### src/bmpd_pkg.sv
package bmpd_pkg;

	typedef enum logic [2:0] {
		PH_IDLE,
		PH_HEADER,
		PH_JUDGE,
		PH_BODY,
		PH_EMIT,
		PH_DRAIN
	} phase_t;

	typedef enum logic [2:0] {
		ERR_NONE       = 3'd0,
		ERR_SHORT      = 3'd1,
		ERR_SIGNATURE  = 3'd2,
		ERR_COMPRESSED = 3'd3,
		ERR_DEPTH      = 3'd4,
		ERR_OVERRUN    = 3'd5,
		ERR_TOO_LARGE  = 3'd6
	} err_t;

	localparam logic [31:0] HEADER_BYTES = 32'd54;
	localparam logic [7:0]  SIG_B = 8'h42;
	localparam logic [7:0]  SIG_M = 8'h4d;

	typedef struct packed {
		logic start;      // first byte of a file
		logic take_byte;  // header / body byte transfer
		logic judge_step; // one step of the overrun check
		logic emit_step;  // one pixel slot (or the palette wait) of the current byte
	} cmd_t;

	typedef struct packed {
		logic       file_end;    // this byte ends the file
		logic       short_file;
		logic       hdr_done;    // byte 53 taken
		logic       judge_done;
		err_t       judge_err;
		logic       byte_emits;  // body byte needs pixel slots
		logic       emit_done;   // last slot of the byte
		logic       slot_valid;  // current slot is a visible pixel
	} sts_t;

endpackage

### src/bmpd_ctrl.sv
module bmpd_ctrl import bmpd_pkg::*; (
	input  logic clk,
	input  logic arst_n,
	input  logic in_valid,
	input  logic out_busy,
	input  sts_t sts,
	output cmd_t cmd,
	output logic in_ready,
	output logic err_push,
	output err_t err_code,
	output logic pix_push
);
	phase_t state_q, state_d;

	always_ff @(posedge clk or negedge arst_n) begin
		if (!arst_n)
			state_q <= PH_IDLE;
		else
			state_q <= state_d;
	end

	always_comb begin
		state_d  = state_q;
		cmd      = '0;
		in_ready = 1'b0;
		err_push = 1'b0;
		err_code = ERR_NONE;
		pix_push = 1'b0;
		case (state_q)
			PH_IDLE, PH_HEADER, PH_BODY, PH_DRAIN: begin
				in_ready = !out_busy;
				if (in_valid && !out_busy) begin
					cmd.take_byte = 1'b1;
					cmd.start = (state_q == PH_IDLE);
					if (state_q == PH_IDLE && sts.short_file) begin
						err_push = 1'b1;
						err_code = ERR_SHORT;
						state_d = sts.file_end ? PH_IDLE : PH_DRAIN;
					end else if (state_q == PH_IDLE || state_q == PH_HEADER) begin
						if (sts.hdr_done)
							state_d = PH_JUDGE;
						else if (sts.file_end)
							state_d = PH_IDLE;
						else
							state_d = PH_HEADER;
					end else if (state_q == PH_BODY && sts.byte_emits) begin
						state_d = PH_EMIT;
					end else if (sts.file_end) begin
						state_d = PH_IDLE;
					end
				end
			end
			PH_JUDGE: begin
				cmd.judge_step = 1'b1;
				if (sts.judge_done) begin
					if (sts.judge_err != ERR_NONE) begin
						err_push = !out_busy;
						err_code = sts.judge_err;
						if (!out_busy)
							state_d = sts.file_end ? PH_IDLE : PH_DRAIN;
						cmd.judge_step = 1'b0;
					end else begin
						state_d = sts.file_end ? PH_IDLE : PH_BODY;
					end
				end
			end
			PH_EMIT: begin
				if (!out_busy) begin
					cmd.emit_step = 1'b1;
					pix_push = sts.slot_valid;
					if (sts.emit_done)
						state_d = sts.file_end ? PH_IDLE : PH_BODY;
				end
			end
			default: state_d = PH_IDLE;
		endcase
	end
endmodule

### config.mk
export PLATFORM = sky130hd
export DESIGN_NAME = bmpd_ctrl
export DESIGN_NICKNAME = d
export VERILOG_FILES = /design/src/bmpd_pkg.sv /design/src/bmpd_ctrl.sv
export SDC_FILE = /design/constraint.sdc
export NUM_CORES = 1
export LEC_CHECK = 0
export ABC_CLOCK_PERIOD_IN_PS = 1650
export BUFFER_PORTS_ARGS = -buffer_cell sky130_fd_sc_hd__buf_4
export CAP_MARGIN = 20
export CORE_AREA = 8 8 45 47
export DETAILED_ROUTE_END_ITERATION = 10
export DIE_AREA = 0 0 53 55
export SLEW_MARGIN = 20
export SYNTH_ARGS = -nofsm -noshare
export SYNTH_HDL_FRONTEND = slang
export SYNTH_SLANG_ARGS = --single-unit
### constraint.sdc
create_clock -name clk -period 1.65 [get_ports clk]
set_input_delay 0.0825 -clock clk [delete_from_list [all_inputs] [get_ports clk]]
set_output_delay 0.0825 -clock clk [all_outputs]
set_load 0.05 [all_outputs]
==> flow_metrics.py, run 1 <==
metrics = {
    "cells_and_area": {
        "mostFrequentLayoutCell": "buf_4",
        "regMostFlops": "state_q",
        "layout-drive-gt1-share": 0.534,
        "diodes": 0,
        "stdcell_area_um2": 752,
        "n_fill_cell": 128,
        "largest_reg_flops": 3,
        "syn_to_final_growth_pct": 81.0,
        "final_nets": 103,
        "final_cell_mix": "24 x buf_4, 7 x nand2_1, 5 x nor2_1",
        "reg_top3": "state_q (3)",
    },
    "clock_network": {
        "clock-sinks": 3,
        "cts_htree_levels": 1,
        "clk_pin_slew_worst_paths_ns": 0.04,
        "insertion_delay_ns": 0.23,
        "cts_buffers": 3,
        "cts.path.max_buffers": 2,
        "cts_tree": "yes",
        "cts-root-buf": "clkbuf_4",
    },
    "floorplan": {
        "dieHeight_um": 55,
        "rows": 14,
        "core_um2": 1380,
        "pin_count": 24,
        "start_util": 0.300,
        "die_w_um": 53,
        "dieArea_um2": 2920,
    },
    "logic_synthesis": {
        "ys_types": 33,
        "synth-warning-count": 0,
        "syn_avg_cell_area_um2": 7.29,
        "synthCells": 57,
        "syn-num-nets": 71,
        "synth_area_um2": 415,
        "synth_seq_area_share": 0.181,
        "synth-seq-cells": 3,
    },
    "placement": {
        "routabilityCongestion": 0.823,
        "io_buffers": 23,
        "dpl_cell_area_um2": 678,
        "hpwlAfterDp_mm": 1.15,
        "dp_slack_ns": 0.106,
    },
    "global_routing": {
        "globalRoute.totalOverflow": 0,
        "antenna_found_initial": 0,
        "grt_usage": 0.0956,
        "grt_pass1_vias": 513,
        "grt_start_max_net_pins": 9,
        "grt_pass1_wl_mm": 2.23,
    },
    "worst_setup_path": {
        "reg2reg_from": "state_q[2]",
        "crit_type": "reg2out",
        "ff2ff_path_depth": 4,
        "start_kind": "register",
        "crit_fanout": 7,
        "worstPathRequired_ns": 1.57,
        "cp-end-kind": "output pin",
        "cp.arrival_ns": 1.49,
        "crit_path_start": "state_q[2]",
        "ff2ff_setup_slack_ns": 0.12,
    },
    "timing": {
        "finalCritPeriodShare": 0.953,
        "fmax_mhz": 636,
        "fin_tns_setup_ns": 0,
        "layout_setup_ws_ns": 0.0770,
        "maxSlewViolCount": 0,
        "post-route-min-period_ns": 1.57,
        "worst_slew_pin_slew_ns": 0.293,
        "finalSetupViolCount": 0,
        "rsz0062_at_grt": "true",
        "finClkSkew_ns": 0.00526,
        "hold_viol_final": 0,
        "max_slew_margin": 0.803,
    },
    "pwr": {
        "vdd_drop_max_v": 0.000814,
        "p_per_area_nw_per_um2": 1400,
        "power_leakage_nw": 0.353,
    },
    "routing": {
        "antenna_left": 0,
        "drc": 0,
        "wl_per_cell_um": 13.4,
        "viasPerCell": 5.10,
        "firstDrtPassIters": 3,
        "via_count": 530,
        "drt_wl_total_mm": 1.39,
        "drtIter0Drc": 9,
    },
    "hold_path": {
        "hp-class": "in2async",
    },
    "flow_run": {
        "max-cap-violations": 0,
    },
    "outcome": {
        "status": "finished, final reports clean",
    },
}
-- what timing repair did --
action                                  CTS  global route
endpoints found under the hold margin     3             0
pin swaps                                 1             4
hold buffers                              1             0
endpoints found under the setup margin    2             4
gates resized for setup                   4             6
setup buffers                             0             1
-- per-layer routing --
metal,share of wire,wire length [um],GRT usage
met1,0.43,599,0.108
met2,0.47,656,0.168
met3,0.098,136,0.0321
met4,0,0,0.0259
met5,0,0,0
-- critical path, stage by stage, from the launching register on --
cell,delay (ns)
dfrtp_2,0.45
buf_6,0.15
nor4_4,0.30
nand2_2,0.13
nand2_4,0.08
buf_8,0.14
-- area by class of cell --
type                            instances  area [um^2]  share of cell area
Timing Repair Buffer                   30          254               0.338
Inverter                                4         15.0              0.0200
Tap cell                               16         20.0              0.0266
Multi-Input combinational cell         47          358               0.476
Sequential cell                         3         78.8               0.105
Clock buffer                            4         26.3              0.0349
-- cells in the mapped netlist --
cell type	number	area (um^2)
a211o_1	1	8.76
a211oi_1	1	7.51
a21boi_0	1	7.51
a21o_1	1	7.51
a21oi_1	1	5.00
a311oi_2	1	15.0
a31oi_1	1	6.26
a32oi_1	1	8.76
and2_1	1	6.26
and3_1	2	12.5
and3_2	1	7.51
buf_2	2	10.0
buf_6	1	11.3
dfrtp_1	3	75.1
inv_1	4	15.0
mux2i_1	1	10.0
nand2_1	10	37.5
nand2_4	1	11.3
nand2b_1	2	12.5
nand3_1	2	10.0
nand4_1	1	6.26
nand4b_1	2	17.5
nor2_1	5	18.8
nor2b_1	1	6.26
nor3_1	1	5.00
nor3b_1	1	7.51
nor3b_4	1	18.8
nor4_1	2	12.5
o21ai_0	1	5.00
o21ai_1	1	5.00
o221ai_2	1	15.0
o22ai_1	1	6.26
or3_1	1	6.26
-- per-stage QoR --
stage | cells | util | total power [mW] | hold WS, ns
2_1_floorplan | 57 | - | 0.700 | -0.213
3_3_place_gp | 98 | 0.490 | 0.871 | -0.128
3_5_place_dp | 98 | 0.490 | 0.875 | -0.127
4_1_cts | 103 | 0.524 | 1.03 | 0.168
5_1_grt | 104 | 0.543 | 1.12 | 0.175
6_report | 104 | 0.543 | 1.05 | 0.180
-- worst paths after layout --
check	end
max in group asynchronous	state_q[1]
worst max-delay path	err_push
worst min-delay path	state_q[2]
worst min register to register	state_q[1]
worst max register to register	state_q[1]
min in group clk	state_q[0]
-- kinds of logic (layout without fill, tap and decap cells) --
group                  count (synthesis)  count (layout)  synth area share
multiplexers                           1               1            0.0241
flip-flops                             3               3             0.181
AO/OA/AOI/OAI                         12              12             0.235
buffers and inverters                  7              38            0.0873
AND/OR/NAND/NOR                       34              34             0.473
-- power breakdown --
| part | switching, mW | leakage (nW) | internal [mW] |
|---|---|---|---|
| clock | 0.0368 | 0.0150 | 0.0905 |
| sequential | 0.0627 | 0.0348 | 0.109 |
| combinational | 0.436 | 0.303 | 0.316 |
| total | 0.536 | 0.353 | 0.515 |
Note: power is estimated with default switching activity, not from simulation.
==> run 2, diff against run 1 <==
ABC_CLOCK_PERIOD_IN_PS = 1730   (was 1650)
clock period = 1.73 ns   (was 1.65 ns; I/O delays follow)
==> flow_metrics.py, run 2 (synthesized netlist as in run 1, its figures left out) <==
metrics = {
    "routing": {
        "antenna_left": 0,
        "drt_wl_total_mm": 1.35,
        "drc": 0,
        "drtIter0Drc": 5,
        "firstDrtPassIters": 2,
        "viasPerCell": 5.08,
        "via_count": 523,
        "wl_per_cell_um": 13.1,
    },
    "cells_and_area": {
        "final_nets": 102,
        "final_cell_mix": "28 x buf_4, 10 x nand2_1, 5 x nor2_1",
        "largest_reg_flops": 3,
        "syn_to_final_growth_pct": 67.8,
        "mostFrequentLayoutCell": "buf_4",
        "reg_top3": "state_q (3)",
        "diodes": 0,
        "layout-drive-gt1-share": 0.460,
        "post-route-util": 0.504,
        "regMostFlops": "state_q",
    },
    "worst_setup_path": {
        "ff2ff_path_depth": 6,
        "reg2reg_from": "state_q[2]",
        "cp.arrival_ns": 1.56,
        "worstPathRequired_ns": 1.64,
        "rr_endpoint": "state_q[1]",
        "crit_type": "reg2out",
        "cp-end-kind": "output pin",
        "start_kind": "register",
        "crit_fanout": 7,
        "ff2ff_setup_slack_ns": 0.16,
    },
    "global_routing": {
        "grt_usage": 0.0929,
        "grt_pass1_vias": 484,
        "antenna_found_initial": 0,
        "globalRoute.totalOverflow": 0,
        "grt_start_max_net_pins": 10,
        "grt_pass1_wl_mm": 2.13,
    },
    "floorplan": {
        "dieHeight_um": 55,
        "core_um2": 1380,
        "dieArea_um2": 2920,
        "rows": 14,
        "start_util": 0.300,
        "die_w_um": 53,
        "pin_count": 24,
    },
    "timing": {
        "maxSlewViolCount": 0,
        "worst_slew_pin_slew_ns": 0.305,
        "hold_viol_final": 0,
        "finalCritPeriodShare": 0.954,
        "post-route-min-period_ns": 1.65,
        "rsz0062_at_grt": "false",
        "fin_tns_setup_ns": 0,
        "fmax_mhz": 606,
        "finClkSkew_ns": 0.00218,
        "fin_hold_ws_ns": 0.181,
        "finalSetupViolCount": 0,
        "max_slew_margin": 0.797,
    },
    "placement": {
        "io_buffers": 23,
        "hpwlAfterDp_mm": 1.10,
        "routabilityCongestion": 0.806,
    },
    "clock_network": {
        "cts-root-buf": "clkbuf_4",
        "insertion_delay_ns": 0.23,
        "cts_htree_levels": 1,
        "cts_buffers": 3,
        "clk_pin_slew_worst_paths_ns": 0.04,
        "cts_tree": "yes",
        "clock-sinks": 3,
        "cts_setup_buffers": 0,
        "cts.path.max_buffers": 2,
    },
    "pwr": {
        "p_per_area_nw_per_um2": 1370,
        "power_leakage_nw": 0.344,
        "vdd_drop_max_v": 0.000509,
    },
    "flow_run": {
        "max-cap-violations": 0,
    },
    "hold_path": {
        "hp-class": "in2async",
    },
    "outcome": {
        "status": "finished, final reports clean",
    },
}
-- run 2: cell types whose count changed in the layout (fill, tap and decap cells not counted), sizes merged --
| cell | change |
|---|---|
| buf | -1 |
-- run 2: layer usage --
| layer | routed length [um] | GRT usage | up-vias |
|---|---|---|---|
| li1 | - | - | 270 |
| met1 | 600 | 0.103 | 233 |
| met4 | 0 | 0.0259 | 0 |
| met5 | 0 | 0 | - |
| met3 | 142 | 0.0321 | 0 |
| met2 | 603 | 0.164 | 20 |
-- run 2: worst max-delay path by stage --
stage / from / slack, ns / endpoint / depth (start not counted)
floorplan: state_q[1] / -0.15 / err_code[0] / 4
global placement: state_q[2] / 0.21 / state_q[1] / 6
detailed placement: state_q[2] / 0.17 / state_q[1] / 6
CTS: state_q[0] / 0.06 / pix_push / 4
global route: state_q[0] / 0.008 / err_push / 5
finish: state_q[0] / 0.08 / pix_push / 4
-- run 2: power by group --
part | internal [mW] | leakage [nW] | switching (mW)
clock | 0.0864 | 0.0150 | 0.0351
combinational | 0.273 | 0.290 | 0.404
sequential | 0.0979 | 0.0389 | 0.0575
-- run 2: worst max-delay path: stages (launching register included) --
cell,delay [ns]
dfrtp_1,0.47
buf_4,0.22
nor4_4,0.28
and2_4,0.17
buf_4,0.18
-- run 2: area by class of cell --
type / instances / area (um^2)
timing repair buffer: 29 / 220
tap: 16 / 20.0
fill: 145 / 687
clock buffer: 4 / 26.3
inverter: 4 / 15.0
sequential: 3 / 75.1
multi-input combinational: 47 / 340
-- run 2: repair_timing --
item                                    4_1_cts  5_1_grt
hold buffers                                  1        0
endpoints found under the setup margin        0        1
endpoints found under the hold margin         3        0
resized for setup                             0        1
-- run 2: per-stage QoR --
step / instance area [um^2] / power (mW) / setup slack [ns] / std cells
floorplan: 448 / 0.644 / -0.148 / 57
global placement: 657 / 0.826 / 0.209 / 98
detailed placement: 657 / 0.828 / 0.175 / 98
CTS: 693 / 0.960 / 0.0607 / 103
global route: 697 / 1.02 / 0.00784 / 103
finish: 697 / 0.954 / 0.0796 / 103
==> run 3, diff against run 2 <==
CAP_MARGIN = 30   (was 20)
CORE_AREA = 2 2 39 41   (was 8 8 45 47)
DIE_AREA = 0 0 41 43   (was 0 0 53 55)
==> flow_metrics.py, run 3 (synthesized netlist as in run 1, its figures left out) <==
metrics = {
    "worst_setup_path": {
        "cp.arrival_ns": 1.55,
        "cp-end-kind": "output pin",
        "start_kind": "register",
        "worst_path_most_repeated_cell": "buf_4",
        "crit_path_start": "state_q[2]",
        "worstPathRequired_ns": 1.64,
        "reg2reg_from": "state_q[2]",
        "crit_type": "reg2out",
        "crit_fanout": 8,
        "path_buf_inv": 3,
        "cpPeakStageDelay_ns": 0.44,
        "critical-path-top-delay-family": "buffers and inverters",
        "worst_path_max_delay_cell": "dfrtp_2",
        "path_cells": "buf_4 -> nor3b_4 -> buf_4 -> a21boi_1 -> buf_4",
    },
    "pwr": {
        "clockPowerShare": 0.125,
        "power.switching_mw": 0.488,
        "internal_power_mw": 0.453,
        "p_comb_frac": 0.700,
        "swShare": 0.519,
        "power_leakage_nw": 0.337,
        "pwr-share-seq": 0.175,
        "p_per_area_nw_per_um2": 1360,
        "vdd_drop_max_v": 0.000705,
    },
    "timing": {
        "max_slew_margin": 0.805,
        "maxSlewViolCount": 0,
        "finalSetupViolCount": 0,
        "post-route-min-period_ns": 1.64,
        "fmax_mhz": 610,
        "finClkSkew_ns": 0.00415,
        "hold_viol_final": 0,
        "worst_slew_pin_slew_ns": 0.290,
        "finalCritPeriodShare": 0.948,
        "fin_hold_ws_ns": 0.184,
    },
    "global_routing": {
        "grt_usage": 0.158,
        "grt_pass1_vias": 500,
        "grtUsageMet1": 0.198,
        "grt_pass1_wl_mm": 2.00,
        "met3_usage": 0.0157,
        "globalRoute.totalOverflow": 0,
        "antenna_found_initial": 0,
        "met2_usage": 0.263,
        "grt_busiest_layer": "met2",
        "grt_start_max_net_pins": 10,
    },
    "clock_network": {
        "cts-root-buf": "clkbuf_4",
        "clk_pin_slew_worst_paths_ns": 0.04,
        "clock-sinks": 3,
        "cts_setup_buffers": 0,
        "cts_buffers": 3,
        "cts_htree_levels": 1,
        "cts_tree": "yes",
        "cts.path.max_buffers": 2,
        "insertion_delay_ns": 0.23,
    },
    "cells_and_area": {
        "seq_area_um2": 77.6,
        "largest_reg_flops": 3,
        "multi_input_area_um2": 337,
        "diodes": 0,
        "regMostFlops": "state_q",
        "post-route-util": 0.500,
        "final_cell_mix": "26 x buf_4, 10 x nand2_1, 5 x nor2_1",
        "n_fill_cell": 141,
        "layout-drive-gt1-share": 0.465,
        "reg_top3": "state_q (3)",
        "mostFrequentLayoutCell": "buf_4",
        "syn_to_final_growth_pct": 66.6,
        "final_nets": 101,
        "stdcell_area_um2": 692,
    },
    "floorplan": {
        "start_util": 0.300,
        "rows": 14,
        "dieArea_um2": 1760,
        "die_w_um": 41,
        "pin_count": 24,
        "core_um2": 1380,
        "dieHeight_um": 43,
    },
    "routing": {
        "firstDrtPassIters": 4,
        "drc": 0,
        "antenna_left": 0,
        "drt_wl_total_mm": 1.21,
        "wl_per_cell_um": 11.9,
        "drtIter0Drc": 4,
        "via_count": 515,
        "viasPerCell": 5.05,
    },
    "flow_run": {
        "max-cap-violations": 0,
    },
    "placement": {
        "hpwlAfterDp_um": 995,
        "io_buffers": 23,
        "routabilityCongestion": 0.787,
        "dpl_cell_area_um2": 649,
    },
    "hold_path": {
        "hp-class": "in2async",
    },
    "outcome": {
        "status": "finished, final reports clean",
    },
}
[run 3: cell types whose count changed in the layout (fill, tap and decap cells not counted)]
cell      delta
buf_4        -2
dfrtp_1      -2
dfrtp_2      +2
a21boi_1     +1
a21boi_2     -1
buf_6        +1
[run 3: worst paths after layout]
check                             endpoint  slack, ns  cells after the start
min in group clk                state_q[0]       0.20                      3
worst max register to register  state_q[1]       0.16                      6
worst max-delay path                cmd[1]       0.09                      5
worst min-delay path            state_q[0]       0.18                      2
max in group asynchronous       state_q[2]       1.44                      2
worst min register to register  state_q[2]       0.56                      2
[run 3: worst register-to-register path, stage by stage, from the launching register on]
cell and delay [ns]:
dfrtp_2 0.44, buf_4 0.18, nor2_1 0.08, o21ai_1 0.12, o221ai_2 0.27, nor3_1 0.09, a211o_1 0.28
[run 3: routing by layer]
metal / share of wire / wire (um)
met5: 0 / 0
met4: 0 / 0
met3: 0.068 / 83
met2: 0.50 / 609
met1: 0.43 / 521
[run 3: power by group through the flow]
stage	Sequential (mW)	Combinational [mW]	Clock, mW
floorplan	0.117	0.527	0
global placement	0.162	0.651	0
detailed placement	0.162	0.658	0
CTS	0.161	0.660	0.124
global route	0.172	0.715	0.133
finish	0.165	0.659	0.118
[run 3: cell type report]
class / instances / area share
Sequential cell: 3 / 0.112
Multi-Input combinational cell: 47 / 0.486
Clock buffer: 4 / 0.0380
Timing Repair Buffer: 28 / 0.313
Tap cell: 16 / 0.0289
Inverter: 4 / 0.0217
[run 3: metrics by stage]
| step | cells | TNS (ns) | setup WS, ns | total power, mW |
|---|---|---|---|---|
| floorplan | 57 | -0.295 | -0.148 | 0.644 |
| global placement | 97 | 0 | 0.155 | 0.812 |
| detailed placement | 97 | 0 | 0.126 | 0.820 |
| CTS | 102 | 0 | 0.0400 | 0.945 |
| global route | 102 | -0.00322 | -0.00322 | 1.02 |
| finish | 102 | 0 | 0.0906 | 0.941 |
[run 3: what timing repair did]
item | in CTS | in global routing
endpoints found under the setup margin | 0 | 6
resized for setup | 0 | 3
hold buffers | 1 | 0
hold endpoints to repair | 3 | 0
